===== src/spf_pkg.sv =====
// ----------------------------------------------------------------------------
// spf_pkg: shared types and constants of the servo packet framer
// Packet kinds, frame constants, and the packet descriptor that the front
// end hands to the serializer.
// ----------------------------------------------------------------------------
`timescale 1ns / 1ps

package spf_pkg;

    localparam int SPF_CMD_W       = 3;
    localparam int SPF_BYTE_W      = 8;
    localparam int SPF_POS_W       = 16;
    localparam int SPF_MAX_BYTES   = 12;
    localparam int SPF_SIZE_W      = 4;
    localparam int SPF_QUEUE_DEPTH = 2;

    localparam logic [SPF_BYTE_W-1:0] SPF_HDR_BYTE   = 8'hFF;
    localparam logic [SPF_BYTE_W-1:0] SPF_CHECK_MASK = 8'hFE;
    localparam logic [SPF_BYTE_W-1:0] SPF_LEN_ONE    = 8'h01;
    localparam logic [SPF_BYTE_W-1:0] SPF_LEN_TWO    = 8'h02;

    localparam logic [SPF_SIZE_W-1:0] SPF_SIZE_BASIC = 4'd7;
    localparam logic [SPF_SIZE_W-1:0] SPF_SIZE_READ  = 4'd9;
    localparam logic [SPF_SIZE_W-1:0] SPF_SIZE_WR1   = 4'd10;
    localparam logic [SPF_SIZE_W-1:0] SPF_SIZE_WR2   = 4'd11;
    localparam logic [SPF_SIZE_W-1:0] SPF_SIZE_JOG   = 4'hC;

    typedef enum logic [SPF_CMD_W-1:0] {
        CMD_BASIC = 3'd0,
        CMD_WR1   = 3'd1,
        CMD_WR2   = 3'd2,
        CMD_READ  = 3'd3,
        CMD_SJOG  = 3'd4,
        CMD_IJOG  = 3'd5
    } t_cmd;

    typedef struct packed {
        logic [SPF_MAX_BYTES-1:0][SPF_BYTE_W-1:0] pkt_bytes;
        logic [SPF_SIZE_W-1:0]                    size;
    } t_packet;

endpackage


===== src/spf_req_if.sv =====
// ----------------------------------------------------------------------------
// spf_req_if: servo command request channel
// Valid/ready channel that carries one framing request per transaction.
// ----------------------------------------------------------------------------
`timescale 1ns / 1ps

interface spf_req_if;
    logic                                valid;
    logic                                ready;
    logic [spf_pkg::SPF_CMD_W-1:0]       cmd;
    logic [spf_pkg::SPF_BYTE_W-1:0]      servo_id;
    logic [spf_pkg::SPF_BYTE_W-1:0]      opcode;
    logic [spf_pkg::SPF_BYTE_W-1:0]      reg_address;
    logic [spf_pkg::SPF_BYTE_W-1:0]      value_lo;
    logic [spf_pkg::SPF_BYTE_W-1:0]      value_hi;
    logic [spf_pkg::SPF_BYTE_W-1:0]      read_length;
    logic [spf_pkg::SPF_BYTE_W-1:0]      play_time;
    logic [spf_pkg::SPF_POS_W-1:0]       target_position;

    modport source (
        output valid, cmd, servo_id, opcode, reg_address, value_lo, value_hi,
               read_length, play_time, target_position,
        input  ready
    );

    modport sink (
        input  valid, cmd, servo_id, opcode, reg_address, value_lo, value_hi,
               read_length, play_time, target_position,
        output ready
    );
endinterface


===== src/spf_byte_if.sv =====
// ----------------------------------------------------------------------------
// spf_byte_if: packet byte channel
// Valid/ready channel that carries one packet byte and its last flag per
// transaction.
// ----------------------------------------------------------------------------
`timescale 1ns / 1ps

interface spf_byte_if;
    logic                           valid;
    logic                           ready;
    logic [spf_pkg::SPF_BYTE_W-1:0] out_byte;
    logic                           last;

    modport source (
        output valid, out_byte, last,
        input  ready
    );

    modport sink (
        input  valid, out_byte, last,
        output ready
    );
endinterface


===== src/servo_packet_framer_top.sv =====
// ----------------------------------------------------------------------------
// servo_packet_framer_top: servo command packet framer
// Each request transaction on i_req of kinds 0 to 5 becomes one packet on
// o_byte: 0xFF, 0xFF, size, id, command, check1, check2 and a kind-specific
// payload, 7 to 12 bytes, one byte per transaction, with last set on the
// final byte. Request kinds 6 and 7 are taken and produce no bytes. A packet
// leaves at one byte per cycle while o_byte.ready stays high, through the
// single output byte register; packets follow one another back to back
// while the queue holds the next one. The frame builder decodes a request and
// computes both check bytes in the cycle it is taken, and a QUEUE_DEPTH-entry
// packet queue lets i_req keep accepting requests while the serializer is
// still sending; i_req.ready drops only when that queue is full. When the
// block is empty, a request passes through a queue entry, the serializer's
// packet register and the output byte register before its first byte appears.
// ----------------------------------------------------------------------------
`timescale 1ns / 1ps

module servo_packet_framer_top #(
    parameter int QUEUE_DEPTH = spf_pkg::SPF_QUEUE_DEPTH
) (
    input  logic        i_clk,
    input  logic        i_rst_n,
    spf_req_if.sink     i_req,
    spf_byte_if.source  o_byte
);
    import spf_pkg::*;

    // front end to queue
    logic    push;
    logic    q_ready;
    t_packet push_data;

    // queue to serializer
    logic    q_valid;
    logic    pop;
    t_packet q_data;

    // Decode the request, build the frame, drop unused kinds.
    spf_front u_front (
        .i_req     (i_req),
        .i_q_ready (q_ready),
        .o_push    (push),
        .o_data    (push_data)
    );

    // Hold built packets until the serializer is free.
    spf_queue #(
        .DEPTH (QUEUE_DEPTH)
    ) u_queue (
        .i_clk   (i_clk),
        .i_rst_n (i_rst_n),
        .i_push  (push),
        .i_data  (push_data),
        .o_ready (q_ready),
        .i_pop   (pop),
        .o_valid (q_valid),
        .o_data  (q_data)
    );

    // Send the packet bytes through the output register.
    spf_back u_back (
        .i_clk     (i_clk),
        .i_rst_n   (i_rst_n),
        .i_q_valid (q_valid),
        .i_q_data  (q_data),
        .o_pop     (pop),
        .o_byte    (o_byte)
    );

    // Never write a full queue.
    a_no_overflow: assert property (
        @(posedge i_clk) disable iff (!i_rst_n) push |-> q_ready
    ) else $error("packet queue written while full");

    // Never fetch from an empty queue.
    a_no_underflow: assert property (
        @(posedge i_clk) disable iff (!i_rst_n) pop |-> q_valid
    ) else $error("packet queue read while empty");

    // Unused kinds (codes above the last jog kind) must not produce a packet.
    a_drop_unused: assert property (
        @(posedge i_clk) disable iff (!i_rst_n)
        (i_req.valid && (i_req.cmd > CMD_IJOG)) |-> !push
    ) else $error("unused request kind queued");

    // A queued packet always has a legal size.
    a_legal_size: assert property (
        @(posedge i_clk) disable iff (!i_rst_n)
        q_valid |-> (q_data.size == SPF_SIZE_BASIC || q_data.size == SPF_SIZE_READ ||
                     q_data.size == SPF_SIZE_WR1 || q_data.size == SPF_SIZE_WR2 ||
                     q_data.size == SPF_SIZE_JOG)
    ) else $error("queued packet has an illegal size");

endmodule


===== src/spf_front.sv =====
// ----------------------------------------------------------------------------
// spf_front: request decoder and frame builder
// Accepts requests, drops unused kind codes, lays out the frame bytes and
// computes both check bytes.
// ----------------------------------------------------------------------------
`timescale 1ns / 1ps

module spf_front (
    spf_req_if.sink            i_req,
    input  logic               i_q_ready,
    output logic               o_push,
    output spf_pkg::t_packet   o_data
);
    import spf_pkg::*;

    logic                                     kind_ok;
    logic [SPF_MAX_BYTES-1:0][SPF_BYTE_W-1:0] frame;
    logic [SPF_SIZE_W-1:0]                    size;
    logic [SPF_BYTE_W-1:0]                    chk;
    logic [SPF_BYTE_W-1:0]                    pos_lo;
    logic [SPF_BYTE_W-1:0]                    pos_hi;

    assign pos_lo = i_req.target_position[SPF_BYTE_W-1:0];
    assign pos_hi = i_req.target_position[SPF_POS_W-1:SPF_BYTE_W];

    always_comb begin
        kind_ok = 1'b1;
        size    = SPF_SIZE_BASIC;
        frame   = '0;
        frame[0] = SPF_HDR_BYTE;
        frame[1] = SPF_HDR_BYTE;
        frame[3] = i_req.servo_id;
        frame[4] = i_req.opcode;
        unique case (t_cmd'(i_req.cmd))
            CMD_BASIC: begin
                size = SPF_SIZE_BASIC;
            end
            CMD_WR1: begin
                size     = SPF_SIZE_WR1;
                frame[7] = i_req.reg_address;
                frame[8] = SPF_LEN_ONE;
                frame[9] = i_req.value_lo;
            end
            CMD_WR2: begin
                size      = SPF_SIZE_WR2;
                frame[7]  = i_req.reg_address;
                frame[8]  = SPF_LEN_TWO;
                frame[9]  = i_req.value_lo;
                frame[10] = i_req.value_hi;
            end
            CMD_READ: begin
                size     = SPF_SIZE_READ;
                frame[7] = i_req.reg_address;
                frame[8] = i_req.read_length;
            end
            CMD_SJOG: begin
                size      = SPF_SIZE_JOG;
                frame[7]  = i_req.play_time;
                frame[8]  = pos_lo;
                frame[9]  = pos_hi;
                frame[11] = i_req.servo_id;
            end
            CMD_IJOG: begin
                size      = SPF_SIZE_JOG;
                frame[7]  = pos_lo;
                frame[8]  = pos_hi;
                frame[10] = i_req.servo_id;
                frame[11] = i_req.play_time;
            end
            default: begin
                kind_ok = 1'b0;
            end
        endcase
        frame[2] = {{(SPF_BYTE_W-SPF_SIZE_W){1'b0}}, size};

        // unused payload slots are zero, so they drop out of the XOR
        chk = '0;
        for (int i = 2; i < SPF_MAX_BYTES; i++) begin
            if (i != 5 && i != 6) begin
                chk = chk ^ frame[i];
            end
        end
        frame[5] = chk & SPF_CHECK_MASK;
        frame[6] = (~chk) & SPF_CHECK_MASK;
    end

    // unused kinds are still taken, then dropped
    assign i_req.ready     = i_q_ready;
    assign o_push          = i_req.valid && i_q_ready && kind_ok;
    assign o_data.pkt_bytes = frame;
    assign o_data.size      = size;

endmodule


===== src/spf_queue.sv =====
// ----------------------------------------------------------------------------
// spf_queue: packet descriptor queue
// Short FIFO between the frame builder and the serializer.
// ----------------------------------------------------------------------------
`timescale 1ns / 1ps

module spf_queue #(
    parameter int DEPTH = spf_pkg::SPF_QUEUE_DEPTH
) (
    input  logic               i_clk,
    input  logic               i_rst_n,
    input  logic               i_push,
    input  spf_pkg::t_packet   i_data,
    output logic               o_ready,
    input  logic               i_pop,
    output logic               o_valid,
    output spf_pkg::t_packet   o_data
);
    import spf_pkg::*;

    localparam int PTR_W = (DEPTH > 1) ? $clog2(DEPTH) : 1;
    localparam int CNT_W = $clog2(DEPTH + 1);

    t_packet            r_mem [DEPTH];
    logic [PTR_W-1:0]   r_wr_ptr, n_wr_ptr;
    logic [PTR_W-1:0]   r_rd_ptr, n_rd_ptr;
    logic [CNT_W-1:0]   r_count,  n_count;

    assign o_ready = (r_count != CNT_W'(DEPTH));
    assign o_valid = (r_count != '0);
    assign o_data  = r_mem[r_rd_ptr];

    always_comb begin
        n_wr_ptr = r_wr_ptr;
        n_rd_ptr = r_rd_ptr;
        n_count  = r_count;
        if (i_push) begin
            n_wr_ptr = (r_wr_ptr == PTR_W'(DEPTH - 1)) ? '0 : r_wr_ptr + 1'b1;
        end
        if (i_pop) begin
            n_rd_ptr = (r_rd_ptr == PTR_W'(DEPTH - 1)) ? '0 : r_rd_ptr + 1'b1;
        end
        case ({i_push, i_pop})
            2'b10:   n_count = r_count + 1'b1;
            2'b01:   n_count = r_count - 1'b1;
            default: n_count = r_count;
        endcase
    end

    always_ff @(posedge i_clk) begin
        if (!i_rst_n) begin
            r_wr_ptr <= '0;
            r_rd_ptr <= '0;
            r_count  <= '0;
        end else begin
            r_wr_ptr <= n_wr_ptr;
            r_rd_ptr <= n_rd_ptr;
            r_count  <= n_count;
        end
    end

    always_ff @(posedge i_clk) begin
        if (i_push) begin
            r_mem[r_wr_ptr] <= i_data;
        end
    end

endmodule


===== src/spf_back.sv =====
// ----------------------------------------------------------------------------
// spf_back: packet serializer
// Walks the current packet one byte per transaction into an output register
// and fetches the next packet as the last byte enters it, or when idle.
// ----------------------------------------------------------------------------
`timescale 1ns / 1ps

module spf_back (
    input  logic               i_clk,
    input  logic               i_rst_n,
    input  logic               i_q_valid,
    input  spf_pkg::t_packet   i_q_data,
    output logic               o_pop,
    spf_byte_if.source         o_byte
);
    import spf_pkg::*;

    logic                    r_busy,      n_busy;
    t_packet                 r_pkt,       n_pkt;
    logic [SPF_SIZE_W-1:0]   r_idx,       n_idx;
    logic                    r_out_valid, n_out_valid;
    logic [SPF_BYTE_W-1:0]   r_out_byte,  n_out_byte;
    logic                    r_out_last,  n_out_last;

    logic                    load_en;
    logic                    cur_last;

    always_comb begin
        load_en  = !r_out_valid || o_byte.ready;
        cur_last = (r_idx == r_pkt.size - 1'b1);
        o_pop    = i_q_valid && (!r_busy || (load_en && cur_last));

        n_busy      = r_busy;
        n_pkt       = r_pkt;
        n_idx       = r_idx;
        n_out_valid = r_out_valid;
        n_out_byte  = r_out_byte;
        n_out_last  = r_out_last;

        if (load_en) begin
            n_out_valid = r_busy;
            if (r_busy) begin
                n_out_byte = r_pkt.pkt_bytes[r_idx];
                n_out_last = cur_last;
                n_idx      = r_idx + 1'b1;
                if (cur_last) begin
                    n_busy = 1'b0;
                end
            end
        end
        if (o_pop) begin
            n_busy = 1'b1;
            n_pkt  = i_q_data;
            n_idx  = '0;
        end
    end

    always_ff @(posedge i_clk) begin
        if (!i_rst_n) begin
            r_busy      <= 1'b0;
            r_idx       <= '0;
            r_out_valid <= 1'b0;
        end else begin
            r_busy      <= n_busy;
            r_idx       <= n_idx;
            r_out_valid <= n_out_valid;
        end
    end

    always_ff @(posedge i_clk) begin
        r_pkt      <= n_pkt;
        r_out_byte <= n_out_byte;
        r_out_last <= n_out_last;
    end

    assign o_byte.valid    = r_out_valid;
    assign o_byte.out_byte = r_out_byte;
    assign o_byte.last     = r_out_last;

endmodule

===== src/flat_wrapper.sv =====
// flat-port wrapper written by rule: the top's interface ports become plain ports
module servo_packet_framer_top_flat import spf_pkg::*;
#(
    parameter int QUEUE_DEPTH = spf_pkg::SPF_QUEUE_DEPTH
)
  (i_clk, i_rst_n, i_req_valid, i_req_cmd, i_req_servo_id, i_req_opcode, i_req_reg_address, i_req_value_lo, i_req_value_hi, i_req_read_length, i_req_play_time, i_req_target_position, i_req_ready, o_byte_valid, o_byte_out_byte, o_byte_last, o_byte_ready);
  spf_req_if i_req_i ();
  spf_byte_if o_byte_i ();
  input  logic i_clk;
  input  logic i_rst_n;
  input wire logic [$bits(i_req_i.valid)-1:0] i_req_valid;
  input wire logic [$bits(i_req_i.cmd)-1:0] i_req_cmd;
  input wire logic [$bits(i_req_i.servo_id)-1:0] i_req_servo_id;
  input wire logic [$bits(i_req_i.opcode)-1:0] i_req_opcode;
  input wire logic [$bits(i_req_i.reg_address)-1:0] i_req_reg_address;
  input wire logic [$bits(i_req_i.value_lo)-1:0] i_req_value_lo;
  input wire logic [$bits(i_req_i.value_hi)-1:0] i_req_value_hi;
  input wire logic [$bits(i_req_i.read_length)-1:0] i_req_read_length;
  input wire logic [$bits(i_req_i.play_time)-1:0] i_req_play_time;
  input wire logic [$bits(i_req_i.target_position)-1:0] i_req_target_position;
  output wire logic [$bits(i_req_i.ready)-1:0] i_req_ready;
  output wire logic [$bits(o_byte_i.valid)-1:0] o_byte_valid;
  output wire logic [$bits(o_byte_i.out_byte)-1:0] o_byte_out_byte;
  output wire logic [$bits(o_byte_i.last)-1:0] o_byte_last;
  input wire logic [$bits(o_byte_i.ready)-1:0] o_byte_ready;
  assign i_req_i.valid = i_req_valid;
  assign i_req_i.cmd = i_req_cmd;
  assign i_req_i.servo_id = i_req_servo_id;
  assign i_req_i.opcode = i_req_opcode;
  assign i_req_i.reg_address = i_req_reg_address;
  assign i_req_i.value_lo = i_req_value_lo;
  assign i_req_i.value_hi = i_req_value_hi;
  assign i_req_i.read_length = i_req_read_length;
  assign i_req_i.play_time = i_req_play_time;
  assign i_req_i.target_position = i_req_target_position;
  assign i_req_ready = i_req_i.ready;
  assign o_byte_valid = o_byte_i.valid;
  assign o_byte_out_byte = o_byte_i.out_byte;
  assign o_byte_last = o_byte_i.last;
  assign o_byte_i.ready = o_byte_ready;
  servo_packet_framer_top #(.QUEUE_DEPTH(QUEUE_DEPTH)) u_core (.i_clk(i_clk), .i_rst_n(i_rst_n), .i_req(i_req_i), .o_byte(o_byte_i));
endmodule

===== config.mk =====
export PLATFORM = sky130hd
export DESIGN_NAME = servo_packet_framer_top_flat
export DESIGN_NICKNAME = d
export VERILOG_FILES = /design/src/spf_pkg.sv /design/src/spf_req_if.sv /design/src/spf_byte_if.sv /design/src/servo_packet_framer_top.sv /design/src/spf_front.sv /design/src/spf_queue.sv /design/src/spf_back.sv /design/src/flat_wrapper.sv
export SDC_FILE = /design/constraint.sdc
export NUM_CORES = 1
export LEC_CHECK = 0
export BUFFER_PORTS_ARGS = -buffer_cell sky130_fd_sc_hd__buf_2
export CELL_PAD_IN_SITES_DETAIL_PLACEMENT = 1
export CELL_PAD_IN_SITES_GLOBAL_PLACEMENT = 1
export CORE_MARGIN = 4
export CORE_UTILIZATION = 55
export CTS_BUF_LIST = sky130_fd_sc_hd__clkbuf_4 sky130_fd_sc_hd__clkbuf_8 sky130_fd_sc_hd__clkbuf_16
export DETAILED_ROUTE_END_ITERATION = 7
export PLACE_DENSITY_LB_ADDON = 0.05
export SLEW_MARGIN = 30
export SYNTH_ARGS = -nofsm -noshare
export SYNTH_HDL_FRONTEND = slang
export SYNTH_SLANG_ARGS = --single-unit

===== constraint.sdc =====
create_clock -name i_clk -period 11.84 [get_ports i_clk]
set_input_delay 2.368 -clock i_clk [delete_from_list [all_inputs] [get_ports i_clk]]
set_output_delay 2.368 -clock i_clk [all_outputs]
set_load 0.02 [all_outputs]

-- Yosys cells after proc, flatten, opt, wreduce, memory -nomap -nowiden
Memories as Yosys holds them, arrays and structs flattened. A register that Yosys moved wholly into a read port is not among the register bits.
Index checks and enable logic that the tools add are counted.
- output and inout port bits: 11
- memory bits (writable): 156
- register bits: 59
- memories: 1
- mux-type cells: 17
- reduce and logical (&&, ||, !) cells: 17
- $lt $le $gt $ge: 1
- bitwise logic cells: 9
- equal/unequal tests: 9
- add/subtract/negate cells: 6
- memory list (name ; words ; width ; read ports ; clocked after Yosys merged registers in ; wr ports ; RTL line ; source):
    u_core.u_queue.r_mem ; 2 ; 78 ; 1 ; 1 ; 1 ; spf_queue.sv:24 ; t_packet r_mem [DEPTH];
- operator list (operator ; count):
    case mux 16 bit (5 select lines) ; 1
    case mux 8 bit (2 select lines) ; 3
    bitwise XOR 8 bit ; 6
    binary-select mux 8 bit (select 4 bit) ; 1
    case mux 4 bit (4 select lines) ; 1
    two-way mux 1 bit ; 9
    two-way mux 8 bit ; 1
    inverter 8 bit ; 1
    bitwise XOR 4 x 8 -> 8 bit ; 1
    == test 3 x 2 -> 1 bit (second input constant) ; 2
    == test 3 bit (second input constant) ; 2
    nonzero test 2 bit ; 3
    OR reduction 2 bit ; 3
    OR reduction 6 bit ; 1
    < comparator 4 x 5 -> 1 bit (second input constant) ; 1
    adder 4 x 1 -> 4 bit (second input constant) ; 1
    == test 4 bit ; 1
    logical AND 1 bit ; 4
    case mux 2 bit (2 select lines) ; 1
    subtractor 4 x 1 -> 4 bit (second input constant) ; 1
    == test 3 x 1 -> 1 bit (second input constant) ; 1
    zero test 3 bit ; 1
    adder 1 bit (second input constant) ; 2
    adder 2 x 1 -> 2 bit (second input constant) ; 1
    8 further kinds ; 10

-- Logic depth before layout (Yosys ltp)
- depth after elaboration: 11
- mapped depth: 10
- gate-level depth less buffers: 10

-- Modules after synthesis
Synthesis repeated with hierarchy kept, for this count alone.
- cells, all modules: 811
- area total of the unflattened synthesis: 14008.4 um^2
- modules (own cells, without submodules) (module ; area an instance (um^2) ; cells an instance ; instances):
    spf_queue ; 7423.4 ; 333 ; 1
    spf_back ; 4443.0 ; 203 ; 1
    spf_front ; 2142.1 ; 275 ; 1

-- Worst setup path before layout
No wires, ideal clock.
- path type: input -> register
- start point: input port o_byte_ready
- end point: register u_core.u_queue.r_count[1]
- stages: 6
- library setup time: 0.076 ns
- setup slack: 4.304 ns
- buffers on the path: 0
- data arrival time: 7.461 ns
- cell sequence: nor2b_1 > o41ai_1 > nor2b_1 > ha_1 > or3_1 > a21boi_0
- cells in the longest elaborated chain, start to end: 6
- ends and longest elaborated chain (item ; RTL line ; source):
    from (decl) ; flat_wrapper.sv:25 ; input wire logic [$bits(o_byte_i.ready)-1:0] o_byte_ready;
    logical OR 1 bit (*) ; spf_back.sv:29 ; load_en = !r_out_valid || o_byte.ready;
    logical AND 1 bit (*) ; spf_back.sv:31 ; o_pop = i_q_valid && (!r_busy || (load_en && cur_last));
    logical OR 1 bit (*) ; spf_back.sv:31 ;
    logical AND 1 bit (*) ; spf_back.sv:31 ;
    via u_core.pop ; servo_packet_framer_top.sv:35 ; logic pop;
    == test 2 x 1 -> 1 bit or == test 2 bit (tied branches) ; spf_queue.sv:43 ; case ({i_push, i_pop})
    case mux 2 bit (2 select lines) or nonzero test 2 bit (tied branches) ; n/a ;
    to (signal assigned) ; spf_queue.sv:58 ; r_count <= n_count;
    to (decl) ; spf_queue.sv:27 ; logic [CNT_W-1:0] r_count, n_count;
Mark *: on every way through the listed nets, which the timed path passes. The rest lies on a longest branch.
A chain may end at the register's enable or synchronous reset.

==> results.cfg <==
[drt]
wl_um = 23000
detail-route-antenna-nets = 0
drc_errors = 0
dr.pass1.iters = 5
viasPerCell = 5.84
vias = 5768
drt-wirelength-per-cell_um = 23.3
drt_iter0_markers = 350

[final_layout]
multi_input_area_sq_um = 3140
final_common_cell = edfxtp_1
regArea_sq_um = 7140
fillers = 1713
syn2layout_area_growth_pct = 13.7
n_antenna_cell = 0
nets = 817
drive_above_1_share = 0.337
layout_common_cells = 231 x edfxtp_1, 89 x buf_2, 76 x mux2_2
final_util = 0.636

[global_routing]
grt_first_pass_wirelength_um = 36400
gr-total-overflow = 0
grt_max_degree = 78
first_global_vias = 6423
track_usage = 0.218
grt_antenna_before_repair = 0

[worst_setup_path]
r2r_setup_slack_ns = 8.58
worstPathRequired_ns = 12.07
path_max_fanout = 26
cp_cell_sequence = buf_2 -> nor2b_1 -> nor2b_2 -> a22o_1 -> xor3_1 -> xor2_1
worstPathArrival_ns = 5.07
startpoint = i_req_cmd[1]
max_stage_delay_ns = 0.74
start_kind = input port
end_kind = flip-flop
r2r-end = u_core.u_queue.r_count[1]
r2r-start = u_core.u_back.r_idx[0]
crit_slowest_cell = nor2b_2
critPathKind = in2reg
reg2reg_depth = 9

[pwr]
power_mw = 2.55
switching_share = 0.270
ir_worst_vdd_mv = 0.144
comb_power_share = 0.226
cellInternalPower_mw = 1.86
power_leakage_nw = 4.22
power_density_nw_per_um2 = 214
sequentialPowerShare = 0.480
clockPowerShare = 0.293
p_switching_mw = 0.689

[clock_network]
cts_root_buf = clkbuf_16
post_cts_buffers = 0
cts_max_path_buffers = 3
cts_hold_buffers = 0
clk_latency_ns = 0.51
clk_pin_slew_ns = 0.07
cts.htree.levels = 1
cts_buffers = 25
cts_tree = done
cts_resized = 0
cts_num_sinks = 241

[floorplan]
core_area_sq_um = 18800
num_rows = 50
fp.dieW_um = 146
dieArea_sq_um = 21400
initial_core_util = 0.559
die_y_um = 146
io_pins = 90

[yosys]
synthesis.area_sq_um = 10500
synth_nets = 726
synth.avg_cell_area_sq_um = 16.3
synthArstFlopShare = 0
synth_flop_cell = edfxtp_1
synth.distinct_cells = 57
synth_cells = 644
yosysSeqAreaShare = 0.680
synth_seq_cells = 241
yosysWarnings = 0
synth_edf_count = 231

[sta]
finalClockSkew_ns = 0.0192
slew-limit-headroom = 0.471
fmaxAchievable_mhz = 207
finalHoldViolCount = 0
period_needed_ns = 4.83
period_share = 0.408
tns_ns = 0
drv_slew = 0
setup_viol = 0
tightest_slew_ns = 0.794
rsz0062_at_grt = no

[run]
maxCapViolations = 0

[min_path]
hold_path_depth = 1
holdPathEnd = u_core.u_back.o_byte.valid
min_from = u_core.u_back.r_busy
hp-class = reg2reg

[status]
status = complete, no violations

[placed_design]
port_buffers = 89
place_congestion = 0.742
dp_hpwl_um = 14700
[worst max path at each step]
stage / end
detailed placement: u_core.u_queue.r_mem[0][30]
finish: u_core.u_queue.r_mem[1][30]
CTS: u_core.u_queue.r_mem[0][30]
floorplan: u_core.u_queue.r_count[1]
global placement: u_core.u_queue.r_mem[0][30]
global route: u_core.u_queue.r_mem[0][30]
[stage by stage]
| stage | cells | worst slack, ns | hold WS (ns) | area (sq um) |
|---|---|---|---|---|
| after global placement | 942 | 6.38 | 0.468 | 11100 |
| after CTS | 987 | 7.07 | 0.523 | 11900 |
| after detailed placement | 942 | 6.58 | 0.490 | 11200 |
| after global routing | 987 | 6.92 | 0.550 | 11900 |
| final | 987 | 7.01 | 0.520 | 11900 |
| after floorplan | 644 | 4.30 | 0.454 | 10500 |
[state kept, by name, summed over array words and instances, names as in the netlist]
signal	count
u_core.u_queue.r_mem	148
u_core.u_back.r_pkt	74
u_core.u_back.o_byte.out_byte	8
u_core.u_back.r_idx	4
u_core.u_queue.r_count	2
u_core.u_back.o_byte.last	1
u_core.u_back.o_byte.valid	1
u_core.u_back.r_busy	1
u_core.u_queue.r_rd_ptr	1
u_core.u_queue.r_wr_ptr	1
[cell families after synthesis]
logic type	share of synthesized area
AOI/OAI and AO/OA	0.0620
xor gates and xnor gates	0.0493
adders and majority gates	0.00358
buffers and inverters	0.0237
DFF	0.680
muxes	0.138
and+or+nand+nor	0.0439
[cell type report]
cell class	instances	share of cell area
clock buffer	31	0.0562
clock inverter	14	0.00954
inverter	19	0.00597
multi-input combinational	352	0.263
sequential	241	0.598
tap	234	0.0245
timing repair buffer	96	0.0430
[power by group through the flow]
stage / Clock [mW] / Sequential [mW] / Combinational (mW)
final: 0.749 / 1.23 / 0.578
after global routing: 0.805 / 1.24 / 0.629
after detailed placement: 0 / 1.24 / 0.582
after global placement: 0 / 1.23 / 0.558
after CTS: 0.767 / 1.23 / 0.588
after floorplan: 0 / 1.24 / 0.412
[cells in the mapped netlist (2+ instances only)]
cell      number  share of area
a21boi_0       2         0.0014
a21oi_1       13         0.0062
a22o_1         8         0.0067
a22oi_1        6         0.0043
a22oi_2        2         0.0024
a311oi_1       4         0.0033
a31o_2         4         0.0033
and2_1         2         0.0012
and2b_1        3         0.0021
buf_2         13         0.0062
buf_6          2         0.0021
buf_8          2         0.0029
clkbuf_1      14         0.0050
dfxtp_1       10          0.019
edfxtp_1     231           0.66
ha_1           3         0.0036
inv_1         19         0.0068
mux2_2        76          0.082
mux2i_1       24          0.023
mux4_2        15          0.032
nand2_1       35          0.013
nand2b_1       4         0.0024
nand3_1        3         0.0014
nor2_1        22         0.0079
nor2_2         3         0.0018
nor2b_1       13         0.0077
nor3_1         3         0.0014
o21a_1         2         0.0014
o21ai_0        9         0.0043
o21ai_1       11         0.0052
o21ai_2        6         0.0050
o22ai_1       11         0.0066
xnor2_1       27          0.023
xnor3_1        6          0.013
xor2_1        14          0.012
[metal layers]
layer	GRT usage	share of wire
met1	0.313	0.44
met2	0.360	0.49
met3	0.0248	0.046
met4	0.0597	0.024
met5	0	0
[worst max-delay path: cells and delay by family]
family / cells / cell delay [ns]
xor+xnor: 2 / 0.56
buf+inv: 1 / 0.42
compound gates: 1 / 0.29
simple gates: 2 / 1.42
Note: power is estimated with default switching activity, not from simulation.
